==> src/hw/rtl/pas_pkg.sv <==
// Package for the point-along-segment block: widths, word types and
// pipeline side-band records. No dependencies.
`default_nettype none

package pas_pkg;

    localparam int COORD_BITS = 16;
    localparam int FRAC_BITS  = 8;

    localparam int TRAV_BITS = COORD_BITS + 1 + FRAC_BITS;   // travel and segment length
    localparam int SQ_BITS   = 2 * COORD_BITS + 1;            // dx^2 + dy^2
    localparam int RAD_BITS  = 2 * TRAV_BITS;                 // radicand, even width
    localparam int REM_BITS  = TRAV_BITS + 2;                 // square root remainder
    localparam int PROD_BITS = COORD_BITS + TRAV_BITS + 3;    // start*len + delta*travel
    localparam int NUM_BITS  = PROD_BITS + 2;                 // 2*|num| + len
    localparam int QUO_BITS  = COORD_BITS + 1;                // rounded magnitude
    localparam int DREM_BITS = TRAV_BITS + 1;                 // divider remainder, 2*len

    typedef struct packed {
        logic signed [COORD_BITS-1:0] start_x;
        logic signed [COORD_BITS-1:0] start_y;
        logic signed [COORD_BITS-1:0] end_x;
        logic signed [COORD_BITS-1:0] end_y;
        logic        [TRAV_BITS-1:0]  travel;
    } seg_word_t;

    typedef struct packed {
        logic signed [COORD_BITS-1:0] point_x;
        logic signed [COORD_BITS-1:0] point_y;
        logic                         clamped;
    } pt_word_t;

    typedef struct packed {
        logic signed [COORD_BITS-1:0] start_x;
        logic signed [COORD_BITS-1:0] start_y;
        logic signed [COORD_BITS-1:0] end_x;
        logic signed [COORD_BITS-1:0] end_y;
        logic signed [COORD_BITS:0]   dx;
        logic signed [COORD_BITS:0]   dy;
        logic        [TRAV_BITS-1:0]  travel;
    } side_t;

    typedef struct packed {
        logic signed [COORD_BITS-1:0] end_x;
        logic signed [COORD_BITS-1:0] end_y;
        logic                         clamped;
        logic                         neg_x;
        logic                         neg_y;
    } div_meta_t;

endpackage

`default_nettype wire

==> src/hw/rtl/pas_sqrt_cell.sv <==
// One digit cell of the pipelined restoring square root.
// Depends on pas_pkg.
`default_nettype none

module pas_sqrt_cell (
    input  wire logic                          clk,
    input  wire logic                          en,
    input  wire logic [pas_pkg::REM_BITS-1:0]  rem_in,
    input  wire logic [pas_pkg::TRAV_BITS-1:0] root_in,
    input  wire logic [pas_pkg::RAD_BITS-1:0]  rad_in,
    output logic      [pas_pkg::REM_BITS-1:0]  rem_out,
    output logic      [pas_pkg::TRAV_BITS-1:0] root_out,
    output logic      [pas_pkg::RAD_BITS-1:0]  rad_out
);
    import pas_pkg::*;

    logic [REM_BITS+1:0]  cur;
    logic [REM_BITS+1:0]  trial;
    logic                 fit;
    logic [REM_BITS-1:0]  rem_reg;
    logic [TRAV_BITS-1:0] root_reg;
    logic [RAD_BITS-1:0]  rad_reg;

    // bring down the next two radicand bits and try root*4+1
    always_comb
    begin
        cur   = {rem_in, rad_in[RAD_BITS-1 -: 2]};
        trial = {2'b00, root_in, 2'b01};
        fit   = (cur >= trial);
    end

    always_ff @(posedge clk)
    begin
        if (en)
        begin
            rem_reg  <= fit ? REM_BITS'(cur - trial) : REM_BITS'(cur);
            root_reg <= {root_in[TRAV_BITS-2:0], fit};
            rad_reg  <= rad_in << 2;
        end
    end

    assign rem_out  = rem_reg;
    assign root_out = root_reg;
    assign rad_out  = rad_reg;

endmodule

`default_nettype wire

==> config.mk <==
export PLATFORM = sky130hd
export DESIGN_NAME = pas_sqrt_cell
export DESIGN_NICKNAME = d
export VERILOG_FILES = /design/src/hw/rtl/pas_pkg.sv /design/src/hw/rtl/pas_sqrt_cell.sv
export SDC_FILE = /design/constraint.sdc
export NUM_CORES = 1
export LEC_CHECK = 0
export ABC_AREA = 1
export ABC_CLOCK_PERIOD_IN_PS = 3400
export BUFFER_PORTS_ARGS = -buffer_cell sky130_fd_sc_hd__buf_2
export CELL_PAD_IN_SITES_DETAIL_PLACEMENT = 0
export CELL_PAD_IN_SITES_GLOBAL_PLACEMENT = 1
export CORE_ASPECT_RATIO = 1.25
export CORE_MARGIN = 4
export CORE_UTILIZATION = 41
export CTS_BUF_LIST = sky130_fd_sc_hd__clkbuf_8
export CTS_CLUSTER_SIZE = 28
export DETAILED_ROUTE_END_ITERATION = 8
export MAX_ROUTING_LAYER = met4
export PLACE_DENSITY_LB_ADDON = 0.1
export SLEW_MARGIN = 20
export SYNTH_ARGS = -nofsm -noshare
export SYNTH_HDL_FRONTEND = slang
export SYNTH_SLANG_ARGS = --single-unit
==> constraint.sdc <==
create_clock -name clk -period 3.4 [get_ports clk]
set_input_delay 0.51 -clock clk [delete_from_list [all_inputs] [get_ports clk]]
set_output_delay 0.51 -clock clk [all_outputs]
set_load 0.03 [all_outputs]
Yosys cells after proc, flatten, opt, wreduce, memory -nomap -nowiden
Cells that the tools add are included.
Operators by class
  add/subtract/negate cells: 1
  magnitude comparators: 1
  multiplexer cells: 1
Operators by type and width (number)
  29-bit by 27-bit greater-or-equal comparator with 1-bit output: 1
  27-bit 2-to-1 mux: 1
  27-bit subtractor: 1
Word-level totals
  register bits after elaboration: 100
  output and inout port bits: 102

Longest topological paths before layout
  depth after elaboration: 2
  gate-level depth with buffers: 16
  depth with buffers taken out: 14

Worst setup path before layout
No wires, ideal clock.
  kind: input-to-reg
  start: in root_in[15] in the netlist's numbering
  end: reg rem_reg[20], in the netlist rem_out[20] (data pin)
  arrival time: 1836 ps
  data required time: 3147 ps
  slack: 1311 ps
  cell stages on the path: 12
  cell sequence: inv_1 ha_1 nand2_1 nor2_2 nand2_2 nor2_2 nand3_1 and3_1 buf_6 buf_12 nand3_2 nand2_1
On the way
  longest elaborated chain between the ends: 2
  elaborated cells on any way between the ends: 3
  those cells by class: 1 x add/sub; 1 x order compare; 1 x mux
Ends and longest elaborated chain
  from (decl): line pas_sqrt_cell.sv:9  | input wire logic [pas_pkg::TRAV_BITS-1:0] root_in,
  27-bit subtractor / 29-bit by 27-bit greater-or-equal comparator with 1-bit output (equally long branches): line pas_sqrt_cell.sv:36, pas_sqrt_cell.sv:29
  27-bit 2-to-1 mux (*): line pas_sqrt_cell.sv:36  | rem_reg <= fit ? REM_BITS'(cur - trial) : REM_BITS'(cur);
  to (signal assigned): line pas_sqrt_cell.sv:36
  to (decl): line pas_sqrt_cell.sv:20  | logic [REM_BITS-1:0] rem_reg;
Mark *: on every way between the ends. The rest lies on a longest branch, timed or not.
A chain may end at the register's enable or synchronous reset.

Worst setup path in the final report
  start: in rem_in[17] in the netlist's numbering
  end: reg rem_reg[1], in the netlist rem_out[1] (data pin)
On the way
  longest elaborated chain between the ends: 2
Ends and longest elaborated chain
  from (decl): line pas_sqrt_cell.sv:8  | input wire logic [pas_pkg::REM_BITS-1:0] rem_in,
  29-bit by 27-bit greater-or-equal comparator with 1-bit output: line pas_sqrt_cell.sv:29  | fit = (cur >= trial);
  27-bit 2-to-1 mux: line pas_sqrt_cell.sv:36
No other way between the ends.

==> metrics <==
pwr dens roughly 450 nW/µm²; core box area between 10,000 and 15,000 µm²; DR iter-0 viols 154; # port buffers just over 200; I/O pin count 206; status complete, no violations; most common cell after layout, fill and taps aside nand2_1; Synth Area in Simple Gates 0.271; Combinational Power Share 0.281; GRT overflow 0; clock share of power 0.243; DP Area 6870 µm²; Sequential Power Share 0.476; Hold Vio Cnt, Final 0; total power ~0.0032 W; Net Sw Frac 0.356; Synth area leader edfxtp_1; fmax around 420 MHz; RSZ-0062 raised after global routing false; required time worst endpoint around 3500 ps; Post-Layout Cell Count between 1,000 and 1,500; top cell type's share of synthesized area 0.527; max-slew violation count 0; Die H between 100 and 150 µm; DRC 0; Reg clk slew, reported paths around 120 ps; Vias 4,783; Area Overhead vs Synth 24.0%; combinational family with the most area after synthesis simple AND/OR/NAND/NOR gates; most frequent cells in the layout nand2_1 (209), buf_2 (202), inv_1 (122), edfxtp_1 (100), nand3_1 (43); Setup TNS Final 0 ps; Max Fanout on Critical Path 16; first drt pass iteration count 4; Util after Layout 0.527; Placed Cells incl. Taps between 1,000 and 1,500; Ant. Diodes 0; fin crit period between 2000 and 2500 ps; layout cell share with drive strength beyond 1 0.313; Max-Cap Viols 0; cts hold-fix bufs 0; syn avg cell area approximately 9 µm²; WL/cell about 15 µm; initial core utilization 0.425; final HPWL from detailed placement ~13,000 µm; clock buffer depth 2; Layout Nets just under 1,000; Fillers around 1,300; # Post-CTS Setup Buffers 0; Mapped Cells between 600 and 700; P_leak 3.64 nW; Routed Antenna Nets 0; CTS tree yes; initial antenna violation count 0; clk sinks 100; Synth Cell Area between 5000 and 6000 µm²; Arr. time, crit path ~2500 ps; Psw 0.00114 W; largest net degree at the start of global routing 47; Internal between 0.002 and 0.0025 W; CTS root buf clkbuf_8; Synth Register Bits 100; Seq/Total Area, Yosys 0.527; Worst Setup Path Type input port to flop; vias in the first global route between 4,000 and 5,000; routability cong. 0.902; final wirelength ~16,000 µm; crit path launch type input port; mux cell area share after synthesis 0; htree depth 3; Area contributors post-synth edfxtp_1 (53%), nand2_1 (14%), inv_1 (8.0%); final worst-path cycle share 0.702; Num CTS Buffers 9; compound-cell area share of the yosys netlist 0.0202; class of the worst hold path input port to flop; Synth Area in Adders 0.0593; Setup Viol. Count Final 0; Worst Setup End Kind flop; Slew @ Worst Pin 600 ps; Ys Warns 0; chip width between 100 and 150 µm; Die ar. around 16,000 µm²; first-pass GRT wire length 24,800 µm; Netlist cell types 29; final instance area roughly 7100 µm²; worst vdd ir 273 µV; Synth Area in XOR/XNOR 0.0200; drt via density about 4.7; Rows 47; CTS resizes 0; relative slew slack 0.600; Global Route Usage Sum 0.204
## worst paths after layout
path | to | cells after the start | startpoint | slack (ps)
max | rem_out[1]$_DFFE_PP_ | 11 | rem_in[17] | 1010
min | rad_out[33]$_DFFE_PP_ | 1 | rad_in[31] | 300
## registers in the layout (all words and copies together) (netlist names)
name,cells
rem_out,27
rad_out,48
root_out,25
## layout make-up
cell class                 count  area (µm²)  share of cell area
multi-input combinational    401        2120               0.299
inverter                     126         473              0.0669
clock inverter                 7        76.3              0.0108
sequential                   100        3000               0.425
clock buffer                   9         124              0.0175
tap                          171         214              0.0303
timing repair buffer         209        1060               0.150
## worst max-delay path, cell delays in order
cell	delay, ps
buf_2	110
ha_1	380
nand2_1	150
inv_1	70
a21oi_1	190
nand2_1	120
a21oi_1	200
nand3_2	320
buf_4	330
nand2_1	70
o21ai_0	70
## cells by family after synthesis
family | after synthesis
other | 1
adder cells (fa/ha/maj) | 27
XOR/XNOR | 13
buffers and inverters | 136
flip-flops | 100
AO/OA/AOI/OAI | 22
AND/OR/NAND/NOR | 337
## power by group through the flow
| stage | clock, W | combinational [W] | sequential, W |
|---|---|---|---|
| final | 0.000780 | 0.000903 | 0.00153 |
| after global routing | 0.000877 | 0.000993 | 0.00154 |
| after CTS | 0.000808 | 0.000917 | 0.00153 |
| after detailed placement | 0 | 0.000914 | 0.00156 |
| after global placement | 0 | 0.000905 | 0.00155 |
| after floorplan | 0 | 0.000347 | 0.00181 |
## cell usage after synthesis, drive strengths merged
cell	count
nand2	217
inv	125
edfxtp	100
nand3	65
nor2	37
ha	27
a21oi	15
nand4	11
buf	10
xor2	10
nor3	5
o21ai	5
xnor2	3
a211oi	1
and3	1
clkinv	1
conb	1
nor4	1
o21bai	1
## per-stage QoR
step | worst slack [ps] | hold WS (ps)
finish | 1010 | 301
CTS | 1010 | 283
global route | 839 | 261
global placement | 545 | 686
floorplan | 1310 | 609
detailed placement | 574 | 689
## layer usage
| layer | share of wire | up-vias | GRT usage | wire [µm] |
|---|---|---|---|---|
| li1 | - | 2460 | - | - |
| met1 | 0.39 | 2147 | 0.225 | 6160 |
| met2 | 0.52 | 152 | 0.366 | 8250 |
| met3 | 0.059 | 24 | 0.0399 | 930 |
| met4 | 0.025 | 0 | 0.0652 | 397 |
| met5 | 0 | - | - | 0 |
No activity file was read; power rests on OpenSTA's default activity.
