`src/hw/rtl/pas_pkg.sv`:
```
// Package for the point-along-segment block: widths, word types and
// pipeline side-band records. No dependencies.
`default_nettype none

package pas_pkg;

    localparam int COORD_BITS = 16;
    localparam int FRAC_BITS  = 8;

    localparam int TRAV_BITS = COORD_BITS + 1 + FRAC_BITS;   // travel and segment length
    localparam int SQ_BITS   = 2 * COORD_BITS + 1;            // dx^2 + dy^2
    localparam int RAD_BITS  = 2 * TRAV_BITS;                 // radicand, even width
    localparam int REM_BITS  = TRAV_BITS + 2;                 // square root remainder
    localparam int PROD_BITS = COORD_BITS + TRAV_BITS + 3;    // start*len + delta*travel
    localparam int NUM_BITS  = PROD_BITS + 2;                 // 2*|num| + len
    localparam int QUO_BITS  = COORD_BITS + 1;                // rounded magnitude
    localparam int DREM_BITS = TRAV_BITS + 1;                 // divider remainder, 2*len

    typedef struct packed {
        logic signed [COORD_BITS-1:0] start_x;
        logic signed [COORD_BITS-1:0] start_y;
        logic signed [COORD_BITS-1:0] end_x;
        logic signed [COORD_BITS-1:0] end_y;
        logic        [TRAV_BITS-1:0]  travel;
    } seg_word_t;

    typedef struct packed {
        logic signed [COORD_BITS-1:0] point_x;
        logic signed [COORD_BITS-1:0] point_y;
        logic                         clamped;
    } pt_word_t;

    typedef struct packed {
        logic signed [COORD_BITS-1:0] start_x;
        logic signed [COORD_BITS-1:0] start_y;
        logic signed [COORD_BITS-1:0] end_x;
        logic signed [COORD_BITS-1:0] end_y;
        logic signed [COORD_BITS:0]   dx;
        logic signed [COORD_BITS:0]   dy;
        logic        [TRAV_BITS-1:0]  travel;
    } side_t;

    typedef struct packed {
        logic signed [COORD_BITS-1:0] end_x;
        logic signed [COORD_BITS-1:0] end_y;
        logic                         clamped;
        logic                         neg_x;
        logic                         neg_y;
    } div_meta_t;

endpackage

`default_nettype wire

```
`src/hw/rtl/pas_div_cell.sv`:
```
// One quotient-bit cell of the pipelined restoring divider.
// Depends on pas_pkg.
`default_nettype none

module pas_div_cell (
    input  wire logic                          clk,
    input  wire logic                          en,
    input  wire logic [pas_pkg::DREM_BITS-1:0] den,
    input  wire logic [pas_pkg::DREM_BITS-1:0] rem_in,
    input  wire logic [pas_pkg::QUO_BITS-1:0]  num_in,
    input  wire logic [pas_pkg::QUO_BITS-1:0]  quo_in,
    output logic      [pas_pkg::DREM_BITS-1:0] rem_out,
    output logic      [pas_pkg::QUO_BITS-1:0]  num_out,
    output logic      [pas_pkg::QUO_BITS-1:0]  quo_out
);
    import pas_pkg::*;

    logic [DREM_BITS:0]   cur;
    logic                 fit;
    logic [DREM_BITS-1:0] rem_reg;
    logic [QUO_BITS-1:0]  num_reg;
    logic [QUO_BITS-1:0]  quo_reg;

    // shift in the next dividend bit, subtract the divisor where it fits
    always_comb
    begin
        cur = {rem_in, num_in[QUO_BITS-1]};
        fit = (cur >= {1'b0, den});
    end

    always_ff @(posedge clk)
    begin
        if (en)
        begin
            rem_reg <= fit ? DREM_BITS'(cur - {1'b0, den}) : DREM_BITS'(cur);
            num_reg <= num_in << 1;
            quo_reg <= {quo_in[QUO_BITS-2:0], fit};
        end
    end

    assign rem_out = rem_reg;
    assign num_out = num_reg;
    assign quo_out = quo_reg;

endmodule

`default_nettype wire

```
`config.mk`:
```
export PLATFORM = sky130hd
export DESIGN_NAME = pas_div_cell
export DESIGN_NICKNAME = d
export VERILOG_FILES = /design/src/hw/rtl/pas_pkg.sv /design/src/hw/rtl/pas_div_cell.sv
export SDC_FILE = /design/constraint.sdc
export NUM_CORES = 1
export LEC_CHECK = 0
export BUFFER_PORTS_ARGS = -buffer_cell sky130_fd_sc_hd__buf_2
export CORE_MARGIN = 2
export CORE_UTILIZATION = 40
export CTS_BUF_LIST = sky130_fd_sc_hd__clkbuf_2 sky130_fd_sc_hd__clkbuf_4 sky130_fd_sc_hd__clkbuf_8
export DETAILED_ROUTE_END_ITERATION = 16
export GPL_ROUTABILITY_DRIVEN = 0
export PLACE_DENSITY = 0.78
export SYNTH_ARGS = -nofsm -noshare
export SYNTH_HDL_FRONTEND = slang
export SYNTH_SLANG_ARGS = --single-unit
```
`constraint.sdc`:
```
create_clock -name clk -period 5.7 [get_ports clk]
set_clock_uncertainty 0.2 [all_clocks]
set_input_delay 1.71 -clock clk [delete_from_list [all_inputs] [get_ports clk]]
set_output_delay 1.71 -clock clk [all_outputs]
set_load 0.02 [all_outputs]
```
# --- Yosys cells after proc, flatten, opt, wreduce, memory -nomap -nowiden ---
# Cells that the tools add are included.
# Widths: inputs -> output; s select.
totals:
  reg_bits: 59
  in_bits: 88
  output_inout_bits: 60
  word_cells: 6
op_classes:
  n_addsub: 1
  n_lt_le_gt_ge: 1
  mux: 1
ops:
  columns: ["op", "count"]
  rows:
  - ["$ge 27x26->1", 1]
  - ["$mux 26", 1]
  - ["$sub 26x26->26", 1]

# --- Longest topological paths before layout ---
depth:
  depth_word: 2
  ltp_mapped: 11
  ltp_nobuf: 11

# --- Least setup slack after synthesis ---
# No wires, ideal clock.
synth_timing:
  path_type: "input to register"
  startpoint: "in den[16] (netlist name)"
  endpoint: "reg rem_reg[17], in the netlist rem_out[17], data pin"
  setup_time_ns: 0.260
  arrival_time_ns: 3.939
  required_time_ns: 5.240
  path_slack_ns: 1.301
  cell_stages: 11
  path_buffers: 2
  path_cell_list: "inv_1 > ha_1 > buf_6 > a211oi_2 > o21bai_1 > a21o_1 > a221oi_4 > o211ai_4 > a21boi_4 > buf_8 > mux2_4"
synth_via:
  elab_chain_len: 2
  word_cells_on_any_way: 3
  cone_classes: "add/sub (1); order compare (1); mux (1)"
synth_rtl:
  columns: ["item", "line_no", "text"]
  rows:
  - ["from (decl)", "pas_div_cell.sv:8", "input wire logic [pas_pkg::DREM_BITS-1:0] den,"]
  - ["$sub 26x26->26 or $ge 27x26->1 (tied branches)", "pas_div_cell.sv:35, pas_div_cell.sv:28", null]
  - ["$mux 26 *", "pas_div_cell.sv:35", "rem_reg <= fit ? DREM_BITS'(cur - {1'b0, den}) : DREM_BITS'(cur);"]
  - ["to (signal assigned)", "pas_div_cell.sv:35", null]
  - ["to (decl)", "pas_div_cell.sv:20", "logic [DREM_BITS-1:0] rem_reg;"]
# Every way passes the cells marked *; elsewhere a longest branch is shown, timed or not.
# A chain may end at the register's enable or synchronous reset.

# --- Final worst setup path ---
layout_timing:
  startpoint: "in den[16] (netlist name)"
  endpoint: "reg rem_reg[23], in the netlist rem_out[23], data pin"
# Same word-level chain as after synthesis.

==> results.toml <==
[outcome]
run_status = "completed"

[placement]
post-place-ws_ns = 0.766
detailedPlacementHpwl_um = 6890
portBuffers = 145
placed_cells_incl_taps = 560

[floorplan]
ioPinCount = 148
die_boundary_width_um = 100
fp.dieH_um = 100
fp.dieArea_um2 = 10100
num_rows = 35
initial_standard_cell_utilization_of_the_core = 0.408
core_region_area_um2 = 9110

[cts]
cts_tree = "built"
worst_setup_hold_path_clk_slew_ns = 0.08
max_buffers_root_to_sink = 2
clock-root-buffer = "sky130_fd_sc_hd__clkbuf_8"
cts-resized-gates = 0
clock_sinks = 59
htreeDepth = 3
ctsHoldBuffers = 0
tritoncts.num_buffers = 9
setup_repair_bufs_after_cts = 0

[pwr]
power_dens_cells_nw_per_um2 = 271
p_leak_nw = 2.15
totalPowerFinal_mw = 1.27
vdd_ir_drop_max_mv = 0.0900

[worst_hold_path]
hold_path.startpoint = "quo_in[11]"
worst_hold_path.num_cells = 1
timing.hold.worst.class = "input port to flop"

[sta]
post-route-min-period_ns = 4.60
setup_tns_ns = 0
max-slew-margin-rel = 0.481
setup_viol = 0
setup_ws_final_ns = 1.10
hold_viol_final = 0
grt_setup_unrepaired = "no"
worst_pin_slew_ns = 0.778
holdWs_ns = 1.35
clock.fmax_mhz = 218
drv_slew = 0
tcrit_tclk_final = 0.806

[routing]
wl_um = 9000
route.detailed.drc = 0
first_pass_iters = 4
drt-initial-drc-count = 114
post_drt_via_cell_ratio = 5.22
drt.antenna.violating_nets = 0
routed_wire_length_per_instance_um = 15.7
vias_post_dr = 3000

[logic_synthesis]
synthDominantCellAreaShare = 0.477
synth_edf_count = 59
synth-async-reset-ratio = 0
synth.distinct_cells = 54
syn_area_um2 = 3720
postSynthRegisterBits = 59
synth_area_leader_cell = "sky130_fd_sc_hd__edfxtp_1"
syn_nets = 426
ys.flop_type = "sky130_fd_sc_hd__edfxtp_1"
yosysSeqAreaShare = 0.477
synthesis.area_per_instance_um2 = 12.0
synth.yosys.warnings = 0
synth.top_cells.by_area = "sky130_fd_sc_hd__edfxtp_1 (48%), sky130_fd_sc_hd__ha_1 (8.8%), sky130_fd_sc_hd__mux2_4 (7.3%), sky130_fd_sc_hd__inv_1 (3.3%), sky130_fd_sc_hd__xor2_1 (2.8%)"
syn-instance-count = 311

[flow_run]
max_cap_violations = 0

[worst_setup_path]
kind_of_end_point_of_the_critical_path = "flop"
classification_of_the_worst_setup_path = "input port to flop"
crit_path_start_kind = "input port"
cp_data_required_time_ns = 5.58
crit_arrival_ns = 4.48
startpoint = "den[16]"
cp_max_fo = 14

[global_routing]
vias_in_the_first_global_route = 2946
grt_start_max_net_pins = 60
antenna_found_initial = 0
grt_most_used_layer = "met2"
grtUsageMet1 = 0.195
use_met3 = 0.0557
use_met2 = 0.310
first_pass_grt_wire_length_um = 13700
grt_overflow = 0
global_route.usage.total = 0.176

[final_layout]
layout_commonest_cell = "sky130_fd_sc_hd__buf_2"
fin_cells = 575
post_route_cells_drive_above_1_share = 0.418
synth_to_layout_area_growth_pct = 26.1
layout_common_cells = "sky130_fd_sc_hd__buf_2 (145), sky130_fd_sc_hd__edfxtp_1 (59), sky130_fd_sc_hd__inv_1 (33)"
antenna_diode_count = 0
fillCellCount = 819
design.final.nets = 575
==> registers in the layout (all words and copies together) (netlist names) <==
| register | count |
|---|---|
| rem_out | 26 |
| num_out | 16 |
| quo_out | 17 |
==> path summary, 6_finish.rpt <==
kind | end
setup / recovery | rem_out[23]
hold / removal | quo_out[12]
==> cell type report <==
class	instances	area (um^2)	area share
inverter	33	124	0.0264
clock buffer	9	124	0.0264
timing repair buffer	148	761	0.162
tap	111	139	0.0296
sequential	59	1770	0.378
clock inverter	6	33.8	0.00721
multi-input combinational	209	1730	0.370
==> kinds of logic (layout without fill, tap and decap cells) <==
group / count (synthesis) / count (layout) / share of synthesized area
multiplexers: 27 / 27 / 0.0993
AO/OA/AOI/OAI: 68 / 68 / 0.134
AND/OR/NAND/NOR: 65 / 65 / 0.0899
adder cells (fa/ha/maj): 27 / 27 / 0.0929
flip-flops: 59 / 59 / 0.477
other: 1 / 1 / 0.00101
buffers and inverters: 43 / 196 / 0.0569
XOR/XNOR: 21 / 21 / 0.0495
==> synth_stat cells (2+ instances only) <==
library cell                number
sky130_fd_sc_hd__nor4_1          3
sky130_fd_sc_hd__edfxtp_1       59
sky130_fd_sc_hd__o21a_1          2
sky130_fd_sc_hd__a21o_1          6
sky130_fd_sc_hd__ha_1           26
sky130_fd_sc_hd__xor2_1         12
sky130_fd_sc_hd__and4_1          3
sky130_fd_sc_hd__inv_1          33
sky130_fd_sc_hd__o211ai_1        2
sky130_fd_sc_hd__o21ai_0        15
sky130_fd_sc_hd__and2_1          2
sky130_fd_sc_hd__xnor2_1         9
sky130_fd_sc_hd__mux2_2          7
sky130_fd_sc_hd__nand4_1         7
sky130_fd_sc_hd__nand2_1        17
sky130_fd_sc_hd__nor3_1          8
sky130_fd_sc_hd__a211oi_1        2
sky130_fd_sc_hd__mux2_4         18
sky130_fd_sc_hd__o311ai_0        2
sky130_fd_sc_hd__o21bai_1        4
sky130_fd_sc_hd__buf_4           3
sky130_fd_sc_hd__nand2b_1        4
sky130_fd_sc_hd__clkbuf_1        3
sky130_fd_sc_hd__mux2i_1         2
sky130_fd_sc_hd__a21oi_1        18
sky130_fd_sc_hd__nand3_1         5
sky130_fd_sc_hd__nor2_1         11
sky130_fd_sc_hd__a2bb2oi_1       2
==> metal layers <==
layer,wire (um),part of all wire,vias up
li1,-,-,1450
met1,3580,0.40,1412
met2,4460,0.50,123
met3,789,0.088,15
met4,174,0.019,0
met5,0,0,-
==> power breakdown <==
group	internal, mW	total (mW)	leakage, nW	switching [mW]
sequential	0.541	0.553	0.578	0.0123
clock	0.151	0.324	0.0783	0.173
combinational	0.174	0.395	1.49	0.221
total	0.866	1.27	2.15	0.406
==> stage by stage <==
step / util / area (um^2)
finish: 0.515 / 4690
global route: 0.515 / 4690
CTS: 0.515 / 4690
detailed placement: 0.497 / 4530
global placement: 0.497 / 4530
floorplan: - / 3720
==> critical path, cell delays in order <==
cell,delay (ns)
sky130_fd_sc_hd__buf_2,0.08
sky130_fd_sc_hd__inv_1,0.03
sky130_fd_sc_hd__ha_1,0.41
sky130_fd_sc_hd__a211oi_2,0.27
sky130_fd_sc_hd__o21bai_1,0.14
sky130_fd_sc_hd__a21o_1,0.23
sky130_fd_sc_hd__a221oi_4,0.36
sky130_fd_sc_hd__o211ai_4,0.13
sky130_fd_sc_hd__a21boi_4,0.55
sky130_fd_sc_hd__buf_12,0.25
sky130_fd_sc_hd__mux2_4,0.31
No activity file was read; power rests on OpenSTA's default activity.
